### src/design/lfu_pkg.sv
// ----------------------------------------------------------------------------
// lfu_pkg
// Shared types and constants of the LFU cache: request codes, saturation
// limits and the command/status bundles between controller and datapath.
// ----------------------------------------------------------------------------
package lfu_pkg;

    localparam int CAP_W   = 5;
    localparam int KEY_W   = 32;
    localparam int DATA_W  = 32;
    localparam int COUNT_W = 32;
    localparam int STAMP_W = 48;

    localparam logic ACT_GET = 1'b0;
    localparam logic ACT_PUT = 1'b1;

    localparam logic [CAP_W-1:0]   CAP_RESET  = 5'd16;
    localparam logic [DATA_W-1:0]  MISS_VALUE = 32'hFFFF_FFFF;
    localparam logic [COUNT_W-1:0] COUNT_MAX  = 32'hFFFF_FFFF;
    localparam logic [COUNT_W-1:0] COUNT_ONE  = 32'd1;
    localparam logic [STAMP_W-1:0] STAMP_MAX  = 48'hFFFF_FFFF_FFFF;

    typedef struct packed {
        logic start;    // latch request, clear search results
        logic scan_en;  // read the entry at the scan address
        logic commit;   // update state and load the result
    } lfu_cmd_t;

    typedef struct packed {
        logic out_busy; // result register holds a beat that is not taken
    } lfu_status_t;

endpackage

### src/design/lfu_ctrl.sv
// ----------------------------------------------------------------------------
// lfu_ctrl
// Request sequencer: accepts a request, sweeps the entry address over all
// slots, drains the last read, then commits the update when out_busy is low.
// ----------------------------------------------------------------------------
module lfu_ctrl #(
    parameter int MAX_ENTRIES = 16,
    parameter int IDX_W       = 4
) (
    input  logic                 clk,
    input  logic                 rst_n,
    input  logic                 in_valid,
    output logic                 in_ready,
    input  lfu_pkg::lfu_status_t status,
    output lfu_pkg::lfu_cmd_t    cmd,
    output logic [IDX_W-1:0]     scan_addr
);
    import lfu_pkg::*;

    localparam logic [1:0] S_IDLE   = 2'd0;
    localparam logic [1:0] S_SCAN   = 2'd1;
    localparam logic [1:0] S_DRAIN  = 2'd2;
    localparam logic [1:0] S_COMMIT = 2'd3;

    localparam logic [IDX_W-1:0] LAST_IDX = IDX_W'(MAX_ENTRIES - 1);

    logic [1:0]       state_reg, state_next;
    logic [IDX_W-1:0] cnt_reg, cnt_next;

    always_comb
    begin
        state_next  = state_reg;
        cnt_next    = cnt_reg;
        cmd         = '0;
        in_ready    = 1'b0;
        case (state_reg)
            S_IDLE:
            begin
                in_ready = 1'b1;
                if (in_valid)
                begin
                    cmd.start  = 1'b1;
                    cnt_next   = '0;
                    state_next = S_SCAN;
                end
            end
            S_SCAN:
            begin
                cmd.scan_en = 1'b1;
                if (cnt_reg == LAST_IDX)
                begin
                    state_next = S_DRAIN;
                end
                else
                begin
                    cnt_next = cnt_reg + 1'b1;
                end
            end
            S_DRAIN:
            begin
                // last read is evaluated in this cycle
                state_next = S_COMMIT;
            end
            S_COMMIT:
            begin
                if (!status.out_busy)
                begin
                    cmd.commit = 1'b1;
                    state_next = S_IDLE;
                end
            end
            default:
            begin
                state_next = S_IDLE;
            end
        endcase
    end

    assign scan_addr = cnt_reg;

    always_ff @(posedge clk or negedge rst_n)
    begin
        if (!rst_n)
        begin
            state_reg <= S_IDLE;
            cnt_reg   <= '0;
        end
        else
        begin
            state_reg <= state_next;
            cnt_reg   <= cnt_next;
        end
    end

endmodule

### src/design/lfu_dpath.sv
// ----------------------------------------------------------------------------
// lfu_dpath
// Entry storage, the sequential search for key match, free slot and victim,
// the update at commit, the capacity register and the result register.
// ----------------------------------------------------------------------------
module lfu_dpath #(
    parameter int MAX_ENTRIES = 16,
    parameter int IDX_W       = 4
) (
    input  logic                       clk,
    input  logic                       rst_n,
    input  lfu_pkg::lfu_cmd_t          cmd,
    input  logic [IDX_W-1:0]           scan_addr,
    output lfu_pkg::lfu_status_t       status,
    input  logic                       cfg_valid,
    input  logic [lfu_pkg::CAP_W-1:0]  cfg_data,
    input  logic                       req_action,
    input  logic [lfu_pkg::KEY_W-1:0]  req_key,
    input  logic [lfu_pkg::DATA_W-1:0] req_value,
    input  logic                       out_ready,
    output logic                       out_valid,
    output logic                       res_hit,
    output logic [lfu_pkg::DATA_W-1:0] res_read_value,
    output logic                       res_evicted,
    output logic [lfu_pkg::KEY_W-1:0]  res_evicted_key
);
    import lfu_pkg::*;

    localparam int FILL_W = $clog2(MAX_ENTRIES + 1);
    localparam int CMP_W  = (FILL_W > CAP_W) ? FILL_W : CAP_W;

    // entry storage
    logic [KEY_W-1:0]   key_mem   [MAX_ENTRIES];
    logic [DATA_W-1:0]  data_mem  [MAX_ENTRIES];
    logic [COUNT_W-1:0] cnt_mem   [MAX_ENTRIES];
    logic [STAMP_W-1:0] stamp_mem [MAX_ENTRIES];
    logic [MAX_ENTRIES-1:0] valid_reg;

    logic [KEY_W-1:0]   key_rd;
    logic [DATA_W-1:0]  data_rd;
    logic [COUNT_W-1:0] cnt_rd;
    logic [STAMP_W-1:0] stamp_rd;

    logic [FILL_W-1:0]  fill_reg;
    logic [STAMP_W-1:0] touch_reg;
    logic [CAP_W-1:0]   cap_reg;

    logic               act_reg;
    logic [KEY_W-1:0]   rkey_reg;
    logic [DATA_W-1:0]  rval_reg;

    logic               eval_valid_reg;
    logic [IDX_W-1:0]   eval_idx_reg;

    logic               match_found_reg;
    logic [IDX_W-1:0]   match_idx_reg;
    logic [DATA_W-1:0]  match_data_reg;
    logic [COUNT_W-1:0] match_cnt_reg;
    logic               free_found_reg;
    logic [IDX_W-1:0]   free_idx_reg;
    logic               vic_found_reg;
    logic [IDX_W-1:0]   vic_idx_reg;
    logic [COUNT_W-1:0] vic_cnt_reg;
    logic [STAMP_W-1:0] vic_stamp_reg;
    logic [KEY_W-1:0]   vic_key_reg;

    logic               out_valid_reg;
    logic               hit_reg;
    logic [DATA_W-1:0]  rdval_reg;
    logic               ev_reg;
    logic [KEY_W-1:0]   evkey_reg;

    // search evaluation of the entry read in the previous cycle
    logic ent_valid, is_match, is_free, is_better;

    assign ent_valid = valid_reg[eval_idx_reg];
    assign is_match  = eval_valid_reg && ent_valid && (key_rd == rkey_reg) && !match_found_reg;
    assign is_free   = eval_valid_reg && !ent_valid && !free_found_reg;
    assign is_better = eval_valid_reg && ent_valid &&
                       (!vic_found_reg || (cnt_rd < vic_cnt_reg) ||
                        ((cnt_rd == vic_cnt_reg) && (stamp_rd < vic_stamp_reg)));

    // commit decision
    logic [CMP_W-1:0]   cap_w, max_w, cap_eff, fill_w;
    logic               is_get, do_put, upd, ins, need_evict, ins_ok, wr_en;
    logic [IDX_W-1:0]   ins_dst, wr_idx;
    logic [COUNT_W-1:0] cnt_wr;
    logic [DATA_W-1:0]  data_wr;

    always_comb
    begin
        cap_w      = CMP_W'(cap_reg);
        max_w      = CMP_W'(MAX_ENTRIES);
        cap_eff    = (cap_w > max_w) ? max_w : cap_w;
        fill_w     = CMP_W'(fill_reg);
        is_get     = (act_reg == ACT_GET);
        do_put     = (act_reg == ACT_PUT) && (cap_eff != '0);
        upd        = match_found_reg && (is_get || do_put);
        ins        = do_put && !match_found_reg;
        need_evict = ins && (fill_w >= cap_eff) && vic_found_reg;
        ins_dst    = need_evict ? vic_idx_reg : free_idx_reg;
        ins_ok     = ins && (need_evict || free_found_reg);
        wr_en      = cmd.commit && (upd || ins_ok);
        wr_idx     = upd ? match_idx_reg : ins_dst;
        if (upd)
        begin
            cnt_wr = (match_cnt_reg == COUNT_MAX) ? match_cnt_reg : match_cnt_reg + 1'b1;
        end
        else
        begin
            cnt_wr = COUNT_ONE;
        end
        data_wr = rval_reg;
    end

    assign status.out_busy = out_valid_reg && !out_ready;

    // memories: registered read during the sweep, one write at commit
    always_ff @(posedge clk)
    begin
        if (cmd.scan_en)
        begin
            key_rd   <= key_mem[scan_addr];
            data_rd  <= data_mem[scan_addr];
            cnt_rd   <= cnt_mem[scan_addr];
            stamp_rd <= stamp_mem[scan_addr];
        end
        if (cmd.commit && ins_ok)
        begin
            key_mem[wr_idx] <= rkey_reg;
        end
        if (cmd.commit && (ins_ok || (upd && !is_get)))
        begin
            data_mem[wr_idx] <= data_wr;
        end
        if (wr_en)
        begin
            cnt_mem[wr_idx]   <= cnt_wr;
            stamp_mem[wr_idx] <= touch_reg;
        end
    end

    // request and search payload
    always_ff @(posedge clk)
    begin
        if (cmd.start)
        begin
            act_reg  <= req_action;
            rkey_reg <= req_key;
            rval_reg <= req_value;
        end
        eval_idx_reg <= scan_addr;
        if (is_match)
        begin
            match_idx_reg  <= eval_idx_reg;
            match_data_reg <= data_rd;
            match_cnt_reg  <= cnt_rd;
        end
        if (is_free)
        begin
            free_idx_reg <= eval_idx_reg;
        end
        if (is_better)
        begin
            vic_idx_reg   <= eval_idx_reg;
            vic_cnt_reg   <= cnt_rd;
            vic_stamp_reg <= stamp_rd;
            vic_key_reg   <= key_rd;
        end
        if (cmd.commit)
        begin
            hit_reg   <= match_found_reg;
            rdval_reg <= is_get ? (match_found_reg ? match_data_reg : MISS_VALUE) : '0;
            ev_reg    <= need_evict;
            evkey_reg <= need_evict ? vic_key_reg : '0;
        end
    end

    // control state
    always_ff @(posedge clk or negedge rst_n)
    begin
        if (!rst_n)
        begin
            valid_reg       <= '0;
            fill_reg        <= '0;
            touch_reg       <= '0;
            cap_reg         <= CAP_RESET;
            eval_valid_reg  <= 1'b0;
            match_found_reg <= 1'b0;
            free_found_reg  <= 1'b0;
            vic_found_reg   <= 1'b0;
            out_valid_reg   <= 1'b0;
        end
        else
        begin
            eval_valid_reg <= cmd.scan_en;
            if (cfg_valid)
            begin
                cap_reg <= cfg_data;
            end
            if (cmd.start)
            begin
                match_found_reg <= 1'b0;
                free_found_reg  <= 1'b0;
                vic_found_reg   <= 1'b0;
            end
            else
            begin
                if (is_match)
                begin
                    match_found_reg <= 1'b1;
                end
                if (is_free)
                begin
                    free_found_reg <= 1'b1;
                end
                if (is_better)
                begin
                    vic_found_reg <= 1'b1;
                end
            end
            if (wr_en && (touch_reg != STAMP_MAX))
            begin
                touch_reg <= touch_reg + 1'b1;
            end
            // an eviction reuses its slot, so only a fresh slot grows the fill
            if (cmd.commit && ins_ok)
            begin
                valid_reg[wr_idx] <= 1'b1;
                if (!need_evict)
                begin
                    fill_reg <= fill_reg + 1'b1;
                end
            end
            if (cmd.commit)
            begin
                out_valid_reg <= 1'b1;
            end
            else if (out_ready)
            begin
                out_valid_reg <= 1'b0;
            end
        end
    end

    assign out_valid       = out_valid_reg;
    assign res_hit         = hit_reg;
    assign res_read_value  = rdval_reg;
    assign res_evicted     = ev_reg;
    assign res_evicted_key = evkey_reg;

endmodule

### src/design/lfu_cache_replacement_top.sv
// ----------------------------------------------------------------------------
// lfu_cache_replacement_top
// Key-value cache with least-frequently-used replacement, oldest touch first
// among equal counts.
// ----------------------------------------------------------------------------
// A request is taken only while idle; it sweeps the single read port of the
// entry memories, one slot per cycle, and commits once the result register
// is free, before another request is taken.
// The result register lets the next request in while a result waits.
// Reset empties the cache, zeroes the touch clock and sets capacity to 16.
module lfu_cache_replacement_top #(
    parameter int MAX_ENTRIES = 16
) (
    input  logic                clk,
    input  logic                rst_n,
    input  logic                cfg_valid,
    output logic                cfg_ready,
    input  logic [4:0]          cfg_data,
    input  logic                in_valid,
    output logic                in_ready,
    input  logic                action,
    input  logic signed [31:0]  lookup_key,
    input  logic signed [31:0]  write_value,
    output logic                out_valid,
    input  logic                out_ready,
    output logic                hit,
    output logic signed [31:0]  read_value,
    output logic                evicted,
    output logic signed [31:0]  evicted_key
);
    import lfu_pkg::*;

    localparam int IDX_W = (MAX_ENTRIES > 1) ? $clog2(MAX_ENTRIES) : 1;

    lfu_cmd_t         cmd;
    lfu_status_t      status;
    logic [IDX_W-1:0] scan_addr;

    assign cfg_ready = 1'b1;

    lfu_ctrl #(
        .MAX_ENTRIES (MAX_ENTRIES),
        .IDX_W       (IDX_W)
    ) u_ctrl (
        .clk       (clk),
        .rst_n     (rst_n),
        .in_valid  (in_valid),
        .in_ready  (in_ready),
        .status    (status),
        .cmd       (cmd),
        .scan_addr (scan_addr)
    );

    lfu_dpath #(
        .MAX_ENTRIES (MAX_ENTRIES),
        .IDX_W       (IDX_W)
    ) u_dpath (
        .clk             (clk),
        .rst_n           (rst_n),
        .cmd             (cmd),
        .scan_addr       (scan_addr),
        .status          (status),
        .cfg_valid       (cfg_valid),
        .cfg_data        (cfg_data),
        .req_action      (action),
        .req_key         (lookup_key),
        .req_value       (write_value),
        .out_ready       (out_ready),
        .out_valid       (out_valid),
        .res_hit         (hit),
        .res_read_value  (read_value),
        .res_evicted     (evicted),
        .res_evicted_key (evicted_key)
    );

endmodule
### config.mk
export PLATFORM = sky130hd
export DESIGN_NAME = lfu_cache_replacement_top
export DESIGN_NICKNAME = d
export VERILOG_FILES = /design/src/design/lfu_pkg.sv /design/src/design/lfu_ctrl.sv /design/src/design/lfu_dpath.sv /design/src/design/lfu_cache_replacement_top.sv
export SDC_FILE = /design/constraint.sdc
export NUM_CORES = 2
export LEC_CHECK = 0
export ABC_CLOCK_PERIOD_IN_PS = 29300
export BUFFER_PORTS_ARGS = -buffer_cell sky130_fd_sc_hd__buf_2
export CAP_MARGIN = 0
export CELL_PAD_IN_SITES_DETAIL_PLACEMENT = 1
export CELL_PAD_IN_SITES_GLOBAL_PLACEMENT = 2
export CORE_MARGIN = 5
export CORE_UTILIZATION = 35
export DETAILED_ROUTE_END_ITERATION = 10
export GPL_TIMING_DRIVEN = 0
export MAX_ROUTING_LAYER = met4
export PLACE_DENSITY_LB_ADDON = 0.1
export SYNTH_ARGS = -nofsm -noshare
export SYNTH_HDL_FRONTEND = slang
export SYNTH_SLANG_ARGS = --single-unit
### constraint.sdc
create_clock -name clk -period 29.3 [get_ports clk]
set_input_delay 0 -clock clk [delete_from_list [all_inputs] [get_ports clk]]
set_output_delay 0 -clock clk [all_outputs]
set_load 0.03 [all_outputs]
Word-level counts from Yosys, hierarchy flattened
Memory sizes are Yosys's and may differ from the RTL's. A register that Yosys moved wholly into a read port is not among the register bits.
Cells that the tools add are included.
{ "op_classes": {"addsub": 4, "magnitude_cmp": 7, "eq_ne": 12, "muxes": 37, "bitwise_logic": 3, "n_reduce_logical": 41} }
{ "op_table": {"columns": ["op", "n"], "rows": [
  ["2-to-1 mux 32 bit", 3],
  ["== test 32 bit", 2],
  ["adder 48 x 1 -> 48 bit (second input constant)", 1],
  ["< comparator 48 bit", 1],
  ["!= test 48 bit (second input constant)", 1],
  ["adder 32 x 1 -> 32 bit (second input constant)", 1],
  ["== test 32 bit (second input constant)", 1],
  ["< comparator 32 bit", 1],
  ["2-to-1 mux 1 bit", 22],
  ["logical AND 1 bit", 20],
  ["2-to-1 mux 4 bit", 4],
  ["bitwise OR 16 bit", 1],
  ["< comparator 4 x 5 -> 1 bit (second input constant)", 2],
  ["nonzero test 2 bit", 5],
  ["case mux 2 bit (4 select lines)", 1],
  ["case mux 4 bit (2 select lines)", 1],
  ["logical OR 1 bit", 6],
  ["2-to-1 mux 2 bit", 3],
  ["!= test 2 bit (second input constant)", 3],
  ["AND reduction 3 bit", 2],
  ["adder 5 x 1 -> 5 bit (second input constant)", 1],
  ["greater-or-equal comparator 5 bit", 1],
  ["> comparator 5 bit (second input constant)", 1],
  ["zero test 1 bit", 5],
  ["13 further kinds", 15]
]} }
{ "totals": {"register_bits": 408, "ram_bits": 2304, "input_bits": 75, "output_inout_bits": 69, "wordCells": 135, "n_memories": 4} }
{ "mem_list": {"columns": ["memory", "depth", "width", "rd", "rd_ports_with_merged_regs", "wr", "line", "rtl"], "rows": [
  ["u_dpath.stamp_mem", 16, 48, 1, 1, 1, "lfu_dpath.sv:36", "logic [STAMP_W-1:0] stamp_mem [MAX_ENTRIES];"],
  ["u_dpath.cnt_mem", 16, 32, 1, 1, 1, "lfu_dpath.sv:35", "logic [COUNT_W-1:0] cnt_mem [MAX_ENTRIES];"],
  ["u_dpath.data_mem", 16, 32, 1, 1, 1, "lfu_dpath.sv:34", "logic [DATA_W-1:0] data_mem [MAX_ENTRIES];"],
  ["u_dpath.key_mem", 16, 32, 1, 1, 1, "lfu_dpath.sv:33", "logic [KEY_W-1:0] key_mem [MAX_ENTRIES];"]
]} }

Longest topological paths before layout
{ "logic_depth": {"depth_word": 14, "mapped_depth": 12, "mapped_depth_nobuf": 10} }

By module
From an unflattened synthesis, not the netlist that was laid out.
{ "hier_totals": {"cells_unflattened": 4722, "hier_area_um2": 108328.9} }
{ "modules_own_cells": {"columns": ["module", "instances", "cells_per_inst", "area_per_inst_um2", "seq_area_each_um2"], "rows": [
  ["lfu_dpath", 1, 4680, 107908.5, 85147.9],
  ["lfu_ctrl", 1, 40, 409.1, 150.1],
  ["lfu_cache_replacement_top", 1, 2, 11.3, 0.0]
]} }

Worst setup path before layout
No wires, ideal clock.
{ "synth_path": {"path_kind": "flip-flop to flip-flop", "startpoint": "reg u_dpath.stamp_rd[33] (read register of u_dpath.stamp_mem)", "endpoint": "reg u_dpath.vic_cnt_reg[0] (enable)", "setup_time_ns": 0.767, "t_arrival_ns": 10.205, "required_time_ns": 28.533, "path_slack_ns": 18.328, "stages_incl_launch_ff": 9, "n_path_buf": 0, "period_less_slack_ns": 10.972, "path_cell_list": "edfxtp_1 ha_1 a21o_1 a21o_1 a211oi_1 o21bai_1 a31oi_1 o31ai_1 o32ai_1"} }
{ "synth_between": {"elab_chain_len": 4} }
{ "synth_rtl": {"columns": ["element", "line", "rtl"], "rows": [
  ["start, declared", "lfu_dpath.sv:42", "logic [STAMP_W-1:0] stamp_rd;"],
  ["< comparator 48 bit", "lfu_dpath.sv:81", "((cnt_rd == vic_cnt_reg) && (stamp_rd < vic_stamp_reg)));"],
  ["logical AND 1 bit", "lfu_dpath.sv:81", null],
  ["logical OR 1 bit", "lfu_dpath.sv:80", "(!vic_found_reg || (cnt_rd < vic_cnt_reg) ||"],
  ["logical AND 1 bit", "lfu_dpath.sv:79", "assign is_better = eval_valid_reg && ent_valid &&"],
  ["named net u_dpath.is_better", "lfu_dpath.sv:74", "logic ent_valid, is_match, is_free, is_better;"],
  ["end signal, assigned", "lfu_dpath.sv:166", "vic_cnt_reg <= cnt_rd;"],
  ["end, declared", "lfu_dpath.sv:63", "logic [COUNT_W-1:0] vic_cnt_reg;"]
]} }
The timed path passes the listed nets, and every way through them passes these cells.
A chain may end at the register's enable or synchronous reset.

Worst setup path in the final report
{ "layout_path": {"startpoint": "reg u_dpath.cap_reg[4]", "endpoint": "mem u_dpath.stamp_mem[8][22] (enable)"} }
{ "layout_between": {"elab_chain_len": 13, "word_cells_on_any_way": 18, "cone_classes": "order compare: 2; mux: 5; reduce/logical: 11"} }
{ "layout_rtl": {"columns": ["element", "line", "rtl"], "rows": [
  ["start, declared", "lfu_dpath.sv:46", "logic [CAP_W-1:0] cap_reg;"],
  ["start signal, assigned", "lfu_dpath.sv:199", "cap_reg <= cfg_data;"],
  ["> comparator 5 bit", "lfu_dpath.sv:94", "cap_eff = (cap_w > max_w) ? max_w : cap_w;"],
  ["2-to-1 mux 5 bit (*)", "lfu_dpath.sv:94", null],
  ["branches (longest 11 deep; another with greater-or-equal comparator 5 bit)", null, null],
  ["end, declared", "lfu_dpath.sv:36", null]
]} }
Mark *: on every way between the ends.

==> impl_metrics.yaml <==
synth:
  synth_xor_xnor_area_share_pct: 0.885
  ys_seq_area_share_pct: 77.7
  ys.flop_type: "edfxtp_1"
  synth_cells: 5737
  synth_compound_area_share_pct: 5.11
  synthAdderAreaFrac_pct: 1.05
  synthSimpleGateAreaFrac_pct: 2.41
  synth_top_family_by_area: "multiplexers"
  synth_edf_count: 2767
  synth_cell_types: 64
  syn_area_mm2: 0.110
  syn_area_per_cell_um2: 19.1
  synth_nets: 5904
  yosys_warnings: 0
  ys_ff_latch: 2856
  synth_mux_area_share_pct: 11.5
  async_flop_share_pct: 2.98
die:
  rows: 205
  die_area_mm2: 0.325
  core-area_mm2: 0.312
  die_w_um: 570
  pin_count: 144
  start_util_pct: 35.2
  die_h_um: 570
grt:
  first_global_vias: 61500
  antenna_found_initial: 25
  grt_pass1_wl_um: 475000
  grt_overflow: 0
  grt_max_degree: 59
  grt_usage_pct: 21.0
timing:
  slew_headroom_pct: -0.136
  period_share_pct: 19.0
  period_needed_ns: 5.57
  drv_slew: 10
  max_freq_mhz: 180
  tns_ns: 0
  rsz0062_at_grt: "no"
  finalHoldViolCount: 0
  worst_slew_pin_slew_ns: 1.50
  finalClockSkew_ns: 0.0733
  setup_viol_count_final: 0
place:
  gp_congestion: 0.739
  dpl.hpwl_um: 231000
  port_buffers: 142
clock_network:
  root_buffer: "clkbuf_16"
  clkTransAtPathRegs_ns: 0.05
  cts.sinks: 2856
  cts_setup_buffers: 0
  cts_hold_buf: 152
  clock_path_buffers: 4
  htree_levels: 5
  cts-resized-gates: 0
  cts_tree: "built"
  cts_buffers: 323
  insertion_delay_ns: 0.93
setup_path:
  slowest_delay_ns: 0.95
  path_max_fanout: 17
  arrival_ns: 6.13
  path_cells: "inv_1, nand2_1, ha_1, a21o_1, a31oi_1, o21ai_2, a211oi_4, nor2_1, nand3_1, nor2_4, buf_12, buf_12"
  cp_slowest_cell: "nor2_1"
  cp.required_ns: 29.86
  worstSetupPathType: "reg2reg"
  cp-start-kind: "flop"
  worst_setup_path_end_kind: "flop"
  cpMostUsedCell: "buf_12"
routing:
  drc: 0
  vias_per_cell: 5.28
  drtPass1Iterations: 6
  drt_iter0_drc: 4671
  wl_per_cell_um: 30.6
  drt_wl_total_um: 337000
  vias: 58300
  ant_nets: 0
power:
  ir_worst_vdd_mv: 0.0847
  power_frac_clock_pct: 36.1
  combPwrFrac_pct: 17.2
  cellLeakagePower_nw: 43.7
  internal-power_mw: 7.74
  total_power_mw: 10.7
  pwr_density_cell_mw_per_mm2: 81.6
  switching_share_pct: 27.8
  pwr-share-seq_pct: 46.7
  netSwitchingPower_mw: 2.99
cells_and_area:
  layout-drive-gt1-share_pct: 20.4
  largest_reg_flops: 768
  largest_register: "u_dpath.stamp_mem"
  area_growth_pct: 19.6
  layout_common_cells: "edfxtp_1, mux2i_1, clkbuf_16"
  final_common_cell: "edfxtp_1"
  nets: 6799
outcome:
  status: "complete, but fails checks"
  violations: "capacitance limit, slew limit"
job:
  maxCapViolCount: 1
min_path:
  hold_path.class: "in2reg"
power by group through the flow:
stage / combinational, mW / sequential (mW) / clock, mW
floorplan: 1.06 / 5.06 / 0
global placement: 1.80 / 5.15 / 0
detailed placement: 1.87 / 5.09 / 0
CTS: 1.90 / 5.01 / 3.98
global route: 1.98 / 5.03 / 4.16
finish: 1.84 / 5.01 / 3.87
stage by stage:
| step | cells | instance area, um^2 | setup slack [ns] | util [%] | hold WS [ns] |
|---|---|---|---|---|---|
| CTS | 11000 | 131000 | 23.68 | 42.1 | 0.173 |
| finish | 11000 | 131000 | 23.73 | 42.1 | 0.229 |
| detailed placement | 10300 | 120000 | 23.72 | 38.4 | 0.111 |
| global route | 11000 | 131000 | 23.60 | 42.1 | 0.261 |
| global placement | 10000 | 116000 | 7.71 | 37.1 | 0.176 |
| floorplan | 5737 | 110000 | 18.33 | - | -0.296 |
synthesized netlist by cell type, drive strengths merged, types with 21 or more instances:
| library cell | count | area [um^2] |
|---|---|---|
| o21ai | 314 | 1580 |
| a22oi | 144 | 1080 |
| dfrtp | 84 | 2100 |
| mux2 | 149 | 1680 |
| nand2 | 209 | 787 |
| a21oi | 171 | 856 |
| and3 | 38 | 238 |
| o21a | 35 | 263 |
| mux2i | 434 | 4340 |
| buf | 99 | 453 |
| ha | 92 | 1150 |
| nor4 | 21 | 138 |
| nand3 | 38 | 190 |
| nor3 | 49 | 245 |
| nand4 | 53 | 332 |
| a221oi | 145 | 1270 |
| xor2 | 53 | 464 |
| mux4 | 293 | 6600 |
| clkbuf | 179 | 672 |
| nor2 | 91 | 352 |
| inv | 98 | 368 |
| xnor2 | 58 | 508 |
| edfxtp | 2767 | 83100 |
worst max-delay path: cells and delay by family (launching register included):
family | cells | cell delay (ns)
flops | 1 | 0.38
fa+ha+maj | 1 | 0.31
compound gates | 4 | 1.33
buf+inv | 3 | 0.73
simple gates | 4 | 2.42
path summary, 6_finish.rpt:
check | start | to | slack, ns | cells after the start
min in group asynchronous | rst_n | u_dpath.touch_reg[1] | 0.43 | 4
worst max register to register | u_dpath.cap_reg[4] | u_dpath.stamp_mem[8][22] | 23.73 | 12
worst min-delay path | in_valid | u_ctrl.state_reg[1] | 0.23 | 6
max in group asynchronous | rst_n | u_dpath.cap_reg[4] | 28.52 | 4
worst min register to register | u_ctrl.scan_addr[3] | u_dpath.eval_idx_reg[3] | 0.39 | 0
worst max-delay path | u_dpath.cap_reg[4] | u_dpath.stamp_mem[8][22] | 23.73 | 12
cells by family after synthesis:
kind of cell | count (synthesis)
flip-flops | 2856
multiplexers | 876
AO/OA/AOI/OAI | 875
AND/OR/NAND/NOR | 549
buffers and inverters | 377
XOR/XNOR | 111
adder cells (fa/ha/maj) | 92
other | 1
metal layers:
| layer | part of all wire [%] | up-vias | GRT usage, % | wire length, um |
|---|---|---|---|---|
| met3 | 3.9 | 350 | 2.21 | 13000 |
| met4 | 1.7 | 0 | 3.91 | 5860 |
| met1 | 46 | 31500 | 29.1 | 154000 |
| met5 | 0 | - | - | 0 |
| li1 | - | 25100 | - | - |
| met2 | 49 | 1262 | 34.2 | 164000 |
final cells by class:
class                   instances  area (um^2)
fillers                     29600       181000
flip-flops and latches       2856        85300
multi-input cells            2504        23300
clock buffers                 416         8540
repair buffers                570         6000
well taps                    4140         5180
clock inverters               158         1440
plain buffers                 278         1150
inverters                      99          379
diodes                          8         20.0
Power figures use the tool's default switching activity.
